## config.mk

```make
export PLATFORM = sky130hd
export DESIGN_NAME = ierh_ctrl
export DESIGN_NICKNAME = d
export VERILOG_FILES = /design/src/hw/rtl/ierh_pkg.sv /design/src/hw/rtl/ierh_ctrl.sv
export SDC_FILE = /design/constraint.sdc
export NUM_CORES = 1
export LEC_CHECK = 0
export BUFFER_PORTS_ARGS = -buffer_cell sky130_fd_sc_hd__buf_2
export CORE_AREA = 2 2 39 41
export DETAILED_ROUTE_END_ITERATION = 10
export DIE_AREA = 0 0 41 43
export SLEW_MARGIN = 20
export SYNTH_ARGS = -nofsm -noshare
export SYNTH_HDL_FRONTEND = slang
export SYNTH_SLANG_ARGS = --single-unit
```

## constraint.sdc

```tcl
create_clock -name i_clk -period 1.1 [get_ports i_clk]
set_input_delay 0.22 -clock i_clk [delete_from_list [all_inputs] [get_ports i_clk]]
set_output_delay 0.22 -clock i_clk [all_outputs]
set_load 0.005 [all_outputs]
```

## src/hw/rtl/ierh_pkg.sv

```systemverilog
// ----------------------------------------------------------------------------
// ierh_pkg
// Shared types and constants for the interval end reorder heap.
// ----------------------------------------------------------------------------
package ierh_pkg;

    localparam int DEPTH_DEF = 64;

    typedef enum logic {
        OP_INSERT = 1'b0,
        OP_FLUSH  = 1'b1
    } t_op;

    typedef struct packed {
        logic        op;
        logic [15:0] chrom_id;
        logic [31:0] start_pos;
        logic [31:0] end_pos;
        logic        strand;
        logic [31:0] tag;
    } t_in;

    typedef struct packed {
        logic [15:0] out_chrom;
        logic [31:0] out_start;
        logic [31:0] out_end;
        logic        out_strand;
        logic [31:0] out_tag;
        logic        forced;
        logic        last;
    } t_out;

    // one held record; ordering key is end, strand, start, tag
    typedef struct packed {
        logic [31:0] end_pos;
        logic        strand;
        logic [31:0] start_pos;
        logic [31:0] tag;
    } t_rec;

    typedef enum logic [2:0] {
        S_IDLE,
        S_SCAN,
        S_DECIDE,
        S_MOVE,
        S_STORE
    } t_state;

    // controller to datapath
    typedef struct packed {
        logic load;      // capture the input item
        logic scan_init; // begin a minimum search
        logic scan_step; // compare one entry
        logic emit;      // take the minimum as the next beat
        logic emit_force;
        logic move;      // write last entry into the hole, count down
        logic store;     // append the new record
        logic fin;       // item done: release the waiting beat as last
    } t_cmd;

    // datapath to controller
    typedef struct packed {
        logic empty;
        logic full;
        logic scan_done;
        logic drain;      // minimum leaves before the insert
        logic is_flush;
    } t_stat;

endpackage

```

## src/hw/rtl/ierh_ctrl.sv

```systemverilog
// ----------------------------------------------------------------------------
// ierh_ctrl
// Sequencer: repeated minimum search, emit, remove, then insert or end a flush.
// ----------------------------------------------------------------------------
module ierh_ctrl (
    input  logic            i_clk,
    input  logic            i_rst_n,
    input  logic            i_start,
    output logic            o_busy,
    output ierh_pkg::t_cmd  o_cmd,
    input  ierh_pkg::t_stat i_stat
);
    import ierh_pkg::*;

    t_state r_state, n_state;

    always_ff @(posedge i_clk) begin
        if (!i_rst_n) begin
            r_state <= S_IDLE;
        end else begin
            r_state <= n_state;
        end
    end

    always_comb begin
        n_state = r_state;
        o_cmd   = '0;
        o_busy  = (r_state != S_IDLE);
        unique case (r_state)
            S_IDLE: begin
                if (i_start) begin
                    o_cmd.load = 1'b1;
                    n_state    = S_DECIDE;
                end
            end
            S_DECIDE: begin
                // entry check before each search
                if (i_stat.empty) begin
                    if (i_stat.is_flush) begin
                        o_cmd.fin = 1'b1;
                        n_state   = S_IDLE;
                    end else begin
                        n_state = S_STORE;
                    end
                end else begin
                    o_cmd.scan_init = 1'b1;
                    n_state         = S_SCAN;
                end
            end
            S_SCAN: begin
                o_cmd.scan_step = 1'b1;
                if (i_stat.scan_done) begin
                    n_state = S_MOVE;
                end
            end
            S_MOVE: begin
                if (i_stat.is_flush || i_stat.drain) begin
                    o_cmd.emit = 1'b1;
                    o_cmd.move = 1'b1;
                    n_state    = S_DECIDE;
                end else if (i_stat.full) begin
                    o_cmd.emit       = 1'b1;
                    o_cmd.emit_force = 1'b1;
                    o_cmd.move       = 1'b1;
                    n_state          = S_STORE;
                end else begin
                    n_state = S_STORE;
                end
            end
            S_STORE: begin
                o_cmd.store = 1'b1;
                o_cmd.fin   = 1'b1;
                n_state     = S_IDLE;
            end
            default: n_state = S_IDLE;
        endcase
    end

    a_accept_busy: assert property (@(posedge i_clk) disable iff (!i_rst_n)
        (i_start && !o_busy) |=> o_busy);
    a_scan_nonempty: assert property (@(posedge i_clk) disable iff (!i_rst_n)
        (r_state == S_SCAN) |-> !i_stat.empty);
    a_fin_idle: assert property (@(posedge i_clk) disable iff (!i_rst_n)
        o_cmd.fin |=> (r_state == S_IDLE));

endmodule

```

## Word-level counts from Yosys, hierarchy flattened

Cells that the tools add are included.

| word-level totals | value |
|---|---|
| bits in writable memories | 0 |
| input port bits | 8 |
| memory bits (read-only) | 0 |
| memories | 0 |
| flip-flop bits (word level) | 3 |
| latch bits | 0 |
| word-level logic and storage cells | 31 |

| operators by class | value |
|---|---|
| multiplexer cells | 20 |
| $add $sub $neg | 0 |
| bitwise operators | 0 |
| reduce and logical (&&, ||, !) cells | 4 |
| shift operators | 0 |
| div/mod/pow operators | 0 |
| order comparisons | 0 |
| equality and inequality tests | 6 |
| multiply operators | 0 |

Operators by type and width:

| cell | count |
|---|---|
| 3-bit two-way mux | 7 |
| 3-bit one-hot mux with 4 select lines | 1 |
| 1-bit two-way mux | 11 |
| 3-bit by 2-bit equality test with 1-bit output (second input constant) | 2 |
| 2-bit != test (second input constant) | 2 |
| 3-bit by 1-bit equality test with 1-bit output (second input constant) | 1 |
| 3-bit equality test (second input constant) | 1 |
| 3-bit zero test | 1 |
| 3-bit nonzero test | 1 |
| 1-bit one-hot mux with 2 select lines | 1 |
| 2-bit AND reduction | 1 |
| 1-bit logical OR | 1 |

## Depth between registers and ports, before layout

Gate-level depths: netlist of run 1.

| depth | value |
|---|---|
| depth after elaboration | 3 |
| gate-level depth with buffers | 4 |

## Worst setup path after synthesis of run 1

OpenSTA, ideal clock, no wires.

| timing | value |
|---|---|
| path kind | flip-flop to output port |
| start point | reg r_state[1] |
| end point | out o_cmd[7] (netlist name) |
| slack | -22 ps |
| path buffers | 1 |
| data required time | 880 ps |
| cell stages (with the launch flop) | 4 |
| arrival | 902 ps |
| cells stage by stage | dfxtp_1 buf_6 or3_4 nor2_1 |

RTL lines:

| what | line | RTL |
|---|---|---|
| start, declared | ierh_ctrl.sv:15 | `t_state r_state, n_state;` |
| start signal, assigned | ierh_ctrl.sv:21 | `r_state <= n_state;` |
| end, declared | ierh_ctrl.sv:10 | `output ierh_pkg::t_cmd o_cmd,` |

==> results.md, run 1 <==
| Parameter | This run |
| --- | --- |
| CP Capture Type | output port |
| Worst-case vdd ir drop | 0.378 mV |
| Share of the synthesized area in the top cell type | 23.1% |
| Setup repair after global routing missed its margin | true |
| Minimum period implied by the final worst setup slack | 1340 ps |
| Number of pins exceeding their max-slew limit in the final report | 0 |
| Leading post-synthesis cells by cell area | sky130_fd_sc_hd__dfxtp_1, sky130_fd_sc_hd__buf_6, sky130_fd_sc_hd__nand2b_1, sky130_fd_sc_hd__or3b_1, sky130_fd_sc_hd__nor2_1 |
| Minimum setup slack in the final design | -240 ps |
| Synthesized net count | 38 |
| Largest area contributor in the synthesized netlist | sky130_fd_sc_hd__dfxtp_1 |
| Biggest regs | r_state x3 |
| CTS tree | done |
| Count of cell types in the netlist | 21 |
| Number of DRC markers after the initial detailed-route iteration | 6 |
| Die Y | 43 um |
| Finished layout cell area | 435 sq um |
| Number of warning messages in the yosys log | 0 |
| Antenna violation net count after detailed routing | 0 |
| Mapped Avg Cell Area | 8.68 sq um |
| Layout cell share with drive strength beyond 1 | 66.0% |
| Total cell area at the placement stage | 365 sq um |
| Primary FF master, synth | sky130_fd_sc_hd__dfxtp_1 |
| Drt wl/cell | 10.4 um |
| Leakage | 0.000209 uW |
| Die W | 41 um |
| Family with the most delay on the worst path | simple AND/OR/NAND/NOR gates |
| Buffers added on ports | 16 |
| Post-route DRC violation count | 0 |
| Post-layout net count | 62 |
| Number of buffers added by the clock tree synthesis step | 3 |
| Async S/R FF share, synth | 0% |
| EDFF count, synth | 0 |
| Worst min path class | primary input to flop |
| Required time at the endpoint of the critical path | 880 ps |
| Clock Skews | 6.66 ps |
| Crit start category | flop |
| Via total after detailed routing | 306 |
| Final-layout fill cell count | 163 |
| Global-route usage over all layers | 10.3% |
| CP max stage cell | sky130_fd_sc_hd__or3_4 |
| Biggest fanout along the worst timing path | 5 |
| Weighted congestion at the end of routability-driven global placement | 0.808 |
| Cell chain of the critical path | or3_4 > nor2_2 > buf_2 |
| Clock transition at path regs | 40 ps |
| Count of buffering cells on the critical path with inverters included | 1 |
| Num ports | 17 |
| Floorplan row count | 14 |
| Clock root cell | sky130_fd_sc_hd__clkbuf_4 |
| Max incr delay on CP | 370 ps |
| Pwr per Cell Area | 1020 nW/um^2 |
| # diodes | 0 |
| Effective utilization at floorplan | 18.8% |
| First-pass GRT wire length | 1.15 mm |
| Violated checks | setup timing |
| Number of flip-flops under the largest register name | 3 |
| Area of the die | 1760 sq um |
| Path type of the worst setup path | flop to output port |
| Total number of clock tree sinks | 3 |
| Buffer depth of the longest clock path | 2 |
| Standard cell core area | 1380 sq um |
| Cell types with the highest counts after synthesis | sky130_fd_sc_hd__nor2_1, sky130_fd_sc_hd__dfxtp_1, sky130_fd_sc_hd__nand2b_1 |
| Relative slew slack | 88.2% |
| Vias in the first global route | 285 |
| Worst-case hold slack | 214 ps |
| DRT Pass-1 Iters | 5 |
| Layout overhead on the synthesized area | 67.3% |
| Cells after Synth | 30 |
| Status | complete, but fails checks |
| Yosys reg bits | 3 |
| Total wire length | 716 um |
| Global route overflow | 0 |
| Crit path DAT | 1120 ps |
| Ratio of final minimum period to clock period | 122% |
| Mapped cell area | 260 sq um |
| Count of maximum capacitance violations | 0 |
| Clock H-tree levels | 1 |
| Number of antenna violations at the first check in global routing | 0 |
| Largest net degree at the start of global routing | 9 |
| Largest Register | r_state |
| Count of endpoints failing setup in the final report | 10 |
| Top-count cell post-synth | sky130_fd_sc_hd__nor2_1 |
| Hpwl dp | 517 um |
| Final-layout setup total negative slack | -1590 ps |
| Final Hold Vio Count | 0 |
| Clock Latency Late Sink | 240 ps |
| Max frequency | 746 MHz |
| Sequential-to-total area share from yosys stat | 23.1% |
| DR vias/cell | 4.43 |
| Slew at the pin with the worst max-slew slack | 176 ps |
==> where the power goes <==
part | switching [uW] | internal [uW] | leakage [uW] | total, uW
combinational | 49.7 | 68.9 | 0.000168 | 119
clock | 64.4 | 136 | 0.0000150 | 201
sequential | 7.05 | 117 | 0.0000258 | 124
==> per-stage QoR <==
stage	cells	worst slack, ps	total power [uW]	util, %
floorplan	30	-6.53	183	-
finish	69	-240	443	31.5
global placement	63	4.87	222	26.4
CTS	69	-251	451	31.3
global route	69	-300	479	31.5
detailed placement	63	-12.7	222	26.4
==> cell usage in the layout (no fill, tap or decap), drive strengths merged <==
cell / instances
nand4b: 1
a21oi: 2
nand2b: 3
a211oi: 1
o22ai: 1
inv: 1
nor2b: 1
mux2i: 1
buf: 22
clkbuf: 4
nor2: 4
o311a: 1
nand4bb: 1
or3: 1
nor3b: 1
or3b: 2
and4: 1
o211ai: 1
dfxtp: 3
and2: 1
==> layer usage <==
metal	track usage, %	part of all wire (%)
met1	12.5	45
met2	12.5	45
met3	6.28	9.2
met4	8.00	0
met5	0	0
==> layout make-up <==
type	instances	area, sq um	area share (%)
Clock buffer	4	26.3	6.03
Inverter	1	3.75	0.862
Multi-Input combinational cell	23	189	43.4
Sequential cell	3	63.8	14.7
Tap cell	16	20.0	4.60
Timing Repair Buffer	22	133	30.5
==> worst paths after layout <==
kind                            startpoint    endpoint  slack (ps)  cells after the start
worst min-delay path             i_stat[1]  r_state[2]         210                      2
worst min register to register  r_state[2]  r_state[1]         600                      2
worst max-delay path            r_state[1]    o_cmd[7]        -240                      3
worst max register to register  r_state[1]  r_state[1]         -10                      4
==> what timing repair did <==
action,CTS,global route
hold buffers,0,0
pin swaps,5,0
setup endpoints to repair,9,11
gates resized for setup,8,1
buffers inserted,2,0
gates cloned,0,0
==> cell families (layout without fill, tap and decap cells) <==
| logic type | after synthesis | after routing | synth area share, % |
|---|---|---|---|
| AOI/OAI and AO/OA | 6 | 6 | 17.3 |
| buffers and inverters | 4 | 27 | 13.0 |
| DFF | 3 | 3 | 23.1 |
| muxes | 1 | 1 | 3.85 |
| and+or+nand+nor | 16 | 16 | 42.8 |
Power figures use the tool's default switching activity.
==> run 2, diff against run 1 <==
- PLACE_DENSITY: not set -> 0.56
==> results.md, run 2 (synthesis gave the netlist of run 1 again) <==
| Parameter | This run | Change |
| --- | --- | --- |
| Post-route DRC violation count | 0 | unchanged |
| Layout overhead on the synthesized area | 67.8% |  |
| Global-route usage over all layers | 11.8% | +1.5 points |
| Ratio of final minimum period to clock period | 125% | +3.5 points |
| First-pass GRT wire length | 1.26 mm | +9.6% |
| Post-layout net count | 61 | -1.6% |
| Total wire length | 797 um | +11% |
| Relative slew slack | 86.2% | -1.9 points |
| Total number of clock tree sinks | 3 | unchanged |
| Number of DRC markers after the initial detailed-route iteration | 3 | -3 |
| Pre-CTS setup slack | -18.7 ps | -5.95 ps |
| Minimum setup slack in the final design | -279 ps | -38.6 ps |
| Hpwl dp | 534 um | +3.3% |
| Commonest non-fill, non-tap cell in the layout | sky130_fd_sc_hd__buf_2 |  |
| Largest net degree at the start of global routing | 8 | -1 |
| Violated checks | setup timing |  |
| Biggest regs | r_state x3 |  |
| Clock transition at path regs | 40 ps | about the same |
| Clock H-tree levels | 1 | unchanged |
| Largest Register | r_state |  |
| Path type of the worst setup path | flop to output port |  |
| Standard cell core area | 1380 sq um | unchanged |
| Global route overflow | 0 | unchanged |
| Slew at the pin with the worst max-slew slack | 206 ps | +29.3 ps |
| Via total after detailed routing | 303 | -0.98% |
| Antenna violation net count after detailed routing | 0 | unchanged |
| Worst-case vdd ir drop | 0.376 mV | -0.39% |
| Final-layout setup total negative slack | -1610 ps | -12.5 ps |
| Crit path DAT | 1160 ps | +40 ps |
| Final Hold Vio Count | 0 | unchanged |
| Non-filler instance count after layout | 68 | -1.4% |
| Number of pins exceeding their max-slew limit in the final report | 0 | unchanged |
| Buffers added on ports | 16 | unchanged |
| Effective utilization at floorplan | 18.8% | unchanged |
| Clock root cell | sky130_fd_sc_hd__clkbuf_4 |  |
| Area of the die | 1760 sq um | unchanged |
| Layout cell share with drive strength beyond 1 | 67.3% | +1.3 points |
| Die W | 41 um | unchanged |
| Floorplan row count | 14 | unchanged |
| CP Capture Type | output port |  |
| Flop2flop setup slack | 40 ps | +50 ps |
| Finished layout cell area | 437 sq um | +0.29% |
| Reg2reg start | r_state[0] |  |
| Num ports | 17 | unchanged |
| Worst Reg-to-Reg Cells | 3 | -1 |
| Biggest fanout along the worst timing path | 5 | unchanged |
| # diodes | 0 | unchanged |
| DRT Pass-1 Iters | 4 | -1 |
| Destination of the worst hold path | r_state[2] |  |
| Buffer depth of the longest clock path | 2 | unchanged |
| Pwr per Cell Area | 1030 nW/um^2 | +0.83% |
| Util after Layout | 31.6% | +0.090 points |
| Weighted congestion at the end of routability-driven global placement | 0.750 | -7.2% |
| Top library cells by usage in the layout, fill and taps aside | sky130_fd_sc_hd__buf_2, sky130_fd_sc_hd__clkbuf_4, sky130_fd_sc_hd__buf_4 |  |
| Number of flip-flops under the largest register name | 3 | unchanged |
| Worst min path class | primary input to flop |  |
| Clock Latency Late Sink | 240 ps | about the same |
| Critical R2R Capture | r_state[0] |  |
| Vias in the first global route | 286 | +0.35% |
| Clock Skews | 0.579 ps | -6.08 ps |
| Final-layout fill cell count | 153 | -6.1% |
| Leakage | 0.000210 uW | +0.81% |
| Status | complete, but fails checks |  |
| Count of maximum capacitance violations | 0 | unchanged |
| Hold_buf cts | 0 | unchanged |
| Setup repair after global routing missed its margin | true |  |
| Total cell area at the placement stage | 365 sq um | unchanged |
| DR vias/cell | 4.46 | +0.48% |
| Max frequency | 725 MHz | -2.8% |
| Number of placed instances with taps included | 63 | unchanged |
| Crit start category | flop |  |
| CTS tree | done |  |
| Minimum period implied by the final worst setup slack | 1380 ps | +38.6 ps |
| Hold path depth | 2 | unchanged |
| Startpoint of the worst hold path | i_stat[1] |  |
| Die Y | 43 um | unchanged |
| Number of antenna violations at the first check in global routing | 0 | unchanged |
| Count of endpoints failing setup in the final report | 9 | -1 |
| Required time at the endpoint of the critical path | 880 ps | about the same |
| Number of buffers added by the clock tree synthesis step | 3 | unchanged |
| Drt wl/cell | 11.7 um | +13% |
-- run 2: cell types whose count changed in the layout (fill, tap and decap cells not counted), sizes merged --
cell / delta
buf: -1
-- run 2: repair_timing --
action / CTS / global route
cloned: 0 / 0
setup buffers: 1 / 0
endpoints found under the setup margin: 11 / 11
pin swaps: 0 / 4
gates resized for setup: 6 / 5
-- run 2: per-layer routing --
metal | track usage (%) | share of wire, % | wire length [um] | up-vias
li1 | - | - | - | 153
met1 | 12.4 | 38 | 306 | 136
met2 | 16.3 | 53 | 421 | 12
met3 | 3.14 | 5.1 | 41 | 2
met4 | 14.0 | 3.4 | 27 | 0
met5 | 0 | 0 | 0 | -
-- run 2: worst max-delay path by stage --
| stage | to | depth (start not counted) | start | slack, ps |
|---|---|---|---|---|
| after floorplan | o_cmd[7] | 3 | r_state[1] | -7 |
| after global placement | o_cmd[7] | 3 | r_state[1] | -8 |
| after detailed placement | o_cmd[7] | 3 | r_state[1] | -20 |
| after CTS | o_cmd[7] | 3 | r_state[1] | -270 |
| after global routing | o_cmd[7] | 3 | r_state[1] | -300 |
| final | o_cmd[7] | 3 | r_state[1] | -280 |
-- run 2: critical path, stage by stage, from the launching register on --
cell and delay, ps:
sky130_fd_sc_hd__dfxtp_4 350, sky130_fd_sc_hd__or3_4 390, sky130_fd_sc_hd__nor2_2 70, sky130_fd_sc_hd__buf_2 110
-- run 2: stage by stage --
step	hold WS, ps	power [uW]
2_1_floorplan	317	183
3_3_place_gp	463	222
3_5_place_dp	469	223
4_1_cts	199	458
5_1_grt	213	479
6_report	209	448
-- run 2: area by class of cell --
class | count | area [sq um] | area share (%)
Inverter | 1 | 3.75 | 0.860
Clock buffer | 4 | 26.3 | 6.02
Multi-Input combinational cell | 23 | 193 | 44.1
Timing Repair Buffer | 21 | 125 | 28.7
Tap cell | 16 | 20.0 | 4.58
Sequential cell | 3 | 68.8 | 15.8
-- run 2: where the power goes --
| group | internal, uW | switching, uW | leakage, uW |
|---|---|---|---|
| combinational | 66.2 | 48.9 | 0.000169 |
| clock | 137 | 73.0 | 0.0000150 |
| sequential | 114 | 8.58 | 0.0000264 |
| total | 318 | 131 | 0.000210 |
==> run 3, diff against run 2 <==
- PLACE_DENSITY: 0.56 -> 0.54
- clock period: 1.1 -> 1.7 ns (I/O delays scaled with it)
==> results.md, run 3 (synthesis gave the netlist of run 1 again) <==
| Parameter | This run | Change |
| --- | --- | --- |
| Status | finished clean |  |
| Final Hold Vio Count | 0 | unchanged |
| Worst min path class | primary input to flop |  |
| Die Y | 43 um | unchanged |
| Number of buffers added by the clock tree synthesis step | 3 | unchanged |
| Clock group share of total power | 49.2% | +2.3 points |
| Worst-case vdd ir drop | 0.429 mV | +14% |
| Sw Share | 26.8% | -2.3 points |
| Number of flip-flops under the largest register name | 3 | unchanged |
| Global route overflow | 0 | unchanged |
| Hpwl dp | 464 um | -13% |
| Relative contribution of combinational cells to total power | 18.7% | -7.0 points |
| Non-filler instance count after layout | 63 | -7.4% |
| Count of endpoints failing setup in the final report | 0 | -9 |
| Layout cell share with drive strength beyond 1 | 44.7% | -23 points |
| Crit path DAT | 1260 ps | +100 ps |
| Required time at the endpoint of the critical path | 1360 ps | +480 ps |
| Pwr per Cell Area | 733 nW/um^2 | -29% |
| Biggest regs | r_state x3 |  |
| Area of the die | 1760 sq um | unchanged |
| Total wire length | 632 um | -21% |
| Clock H-tree levels | 1 | unchanged |
| Biggest fanout along the worst timing path | 10 | +5 |
| Num ports | 17 | unchanged |
| Crit start category | flop |  |
| Pre-CTS setup slack | 360 ps | +379 ps |
| Ratio of final minimum period to clock period | 93.9% |  |
| Buffer count from post-CTS setup fixing | 0 | -1 |
| Commonest non-fill, non-tap cell in the layout | sky130_fd_sc_hd__buf_2 |  |
| Number of placed instances with taps included | 59 | -6.3% |
| Floorplan row count | 14 | unchanged |
| Post-layout net count | 56 | -8.2% |
| Resize count post-CTS | 0 | -6 |
| Slew at the pin with the worst max-slew slack | 384 ps | +179 ps |
| First-pass GRT wire length | 1.13 mm | -9.9% |
| Buffers added on ports | 16 | unchanged |
| Leakage | 0.000172 uW | -18% |
| Number of pins exceeding their max-slew limit in the final report | 0 | unchanged |
| Final-layout setup total negative slack | 0 ps | +1610 ps |
| Buffer depth of the longest clock path | 2 | unchanged |
| Layout overhead on the synthesized area | 37.0% |  |
| DR vias/cell | 4.56 | +2.2% |
| Power share of the sequential group | 32.2% | +4.8 points |
| Via total after detailed routing | 287 | -5.3% |
| Path type of the worst setup path | flop to output port |  |
| Worst-case hold slack | 338 ps | +129 ps |
| Largest net degree at the start of global routing | 12 | +4 |
| Number of antenna violations at the first check in global routing | 0 | unchanged |
| Number of DRC markers after the initial detailed-route iteration | 4 | +1 |
| Minimum period implied by the final worst setup slack | 1600 ps |  |
| Clock Skews | 2.15 ps | +1.57 ps |
| Total net switching power | 70.0 uW | -46% |
| # diodes | 0 | unchanged |
| Setup repair after global routing missed its margin | false |  |
| Vias in the first global route | 275 | -3.8% |
| DRT Pass-1 Iters | 2 | -2 |
| Weighted congestion at the end of routability-driven global placement | 0.746 | -0.49% |
| Clock Latency Late Sink | 240 ps | about the same |
| Effective utilization at floorplan | 18.8% | unchanged |
| Drt wl/cell | 10.0 um | -14% |
| Total number of clock tree sinks | 3 | unchanged |
| Antenna violation net count after detailed routing | 0 | unchanged |
| Die W | 41 um | unchanged |
| Internal Dissipation | 191 uW | -40% |
| Global-route usage over all layers | 9.63% | -2.2 points |
| Max frequency | 627 MHz |  |
| CP Capture Type | output port |  |
| Minimum setup slack in the final design | 104 ps | +383 ps |
| Hold_buf cts | 0 | unchanged |
| Largest Register | r_state |  |
| Clock root cell | sky130_fd_sc_hd__clkbuf_4 |  |
| Clock transition at path regs | 40 ps | about the same |
| Standard cell core area | 1380 sq um | unchanged |
| Final-layout fill cell count | 163 | +6.5% |
| Relative slew slack | 74.3% | -12 points |
| Count of maximum capacitance violations | 0 | unchanged |
| Flop2flop setup slack | 640 ps | +600 ps |
| Top library cells by usage in the layout, fill and taps aside | sky130_fd_sc_hd__buf_2, sky130_fd_sc_hd__nor2_1, sky130_fd_sc_hd__nand2b_1, sky130_fd_sc_hd__clkbuf_4, sky130_fd_sc_hd__dfxtp_1 |  |
| CTS tree | done |  |
| Post-route DRC violation count | 0 | unchanged |
-- run 3: changes by cell type in the layout (fill, tap and decap cells not counted), sizes merged --
cell | before | now
buf | 21 | 16
-- run 3: final cells by class --
class,instances,area [sq um],area share [%]
Sequential cell,3,60.1,16.8
Tap cell,16,20.0,5.61
Inverter,1,3.75,1.05
Timing Repair Buffer,16,80.1,22.5
Multi-Input combinational cell,23,166,46.7
Clock buffer,4,26.3,7.37
-- run 3: worst max-delay path: stages, from the launching register on --
cell and delay [ps]:
sky130_fd_sc_hd__dfxtp_1 470, sky130_fd_sc_hd__nor2b_1 240, sky130_fd_sc_hd__and4_1 210, sky130_fd_sc_hd__buf_2 110
-- run 3: power by group through the flow --
stage	logic, uW	registers [uW]	clock network [uW]
final	48.7	84.1	128
after global routing	55.8	85.4	141
after CTS	49.8	83.8	133
after detailed placement	49.6	84.8	0
after global placement	49.6	84.6	0
after floorplan	38.6	77.8	0
-- run 3: metal layers --
layer  vias up  GRT usage (%)  wire length [um]
li1        144              -                 -
met2        15           13.4               257
met4         0           2.00                 0
met1       128           10.6               287
met3         0           8.90                87
met5         -              0                 0
-- run 3: path summary, 6_finish.rpt --
path                   start         end  cells after the start
setup / recovery  r_state[1]    o_cmd[3]                      3
hold / removal     i_stat[1]  r_state[2]                      2
setup reg to reg  r_state[1]  r_state[0]                      2
hold reg to reg   r_state[1]  r_state[2]                      2
-- run 3: stage by stage --
stage	power [uW]	area [sq um]	util (%)
after CTS	267	357	25.8
after global placement	134	330	23.9
after global routing	282	357	25.8
final	261	357	25.8
after floorplan	116	260	-
after detailed placement	134	330	23.9
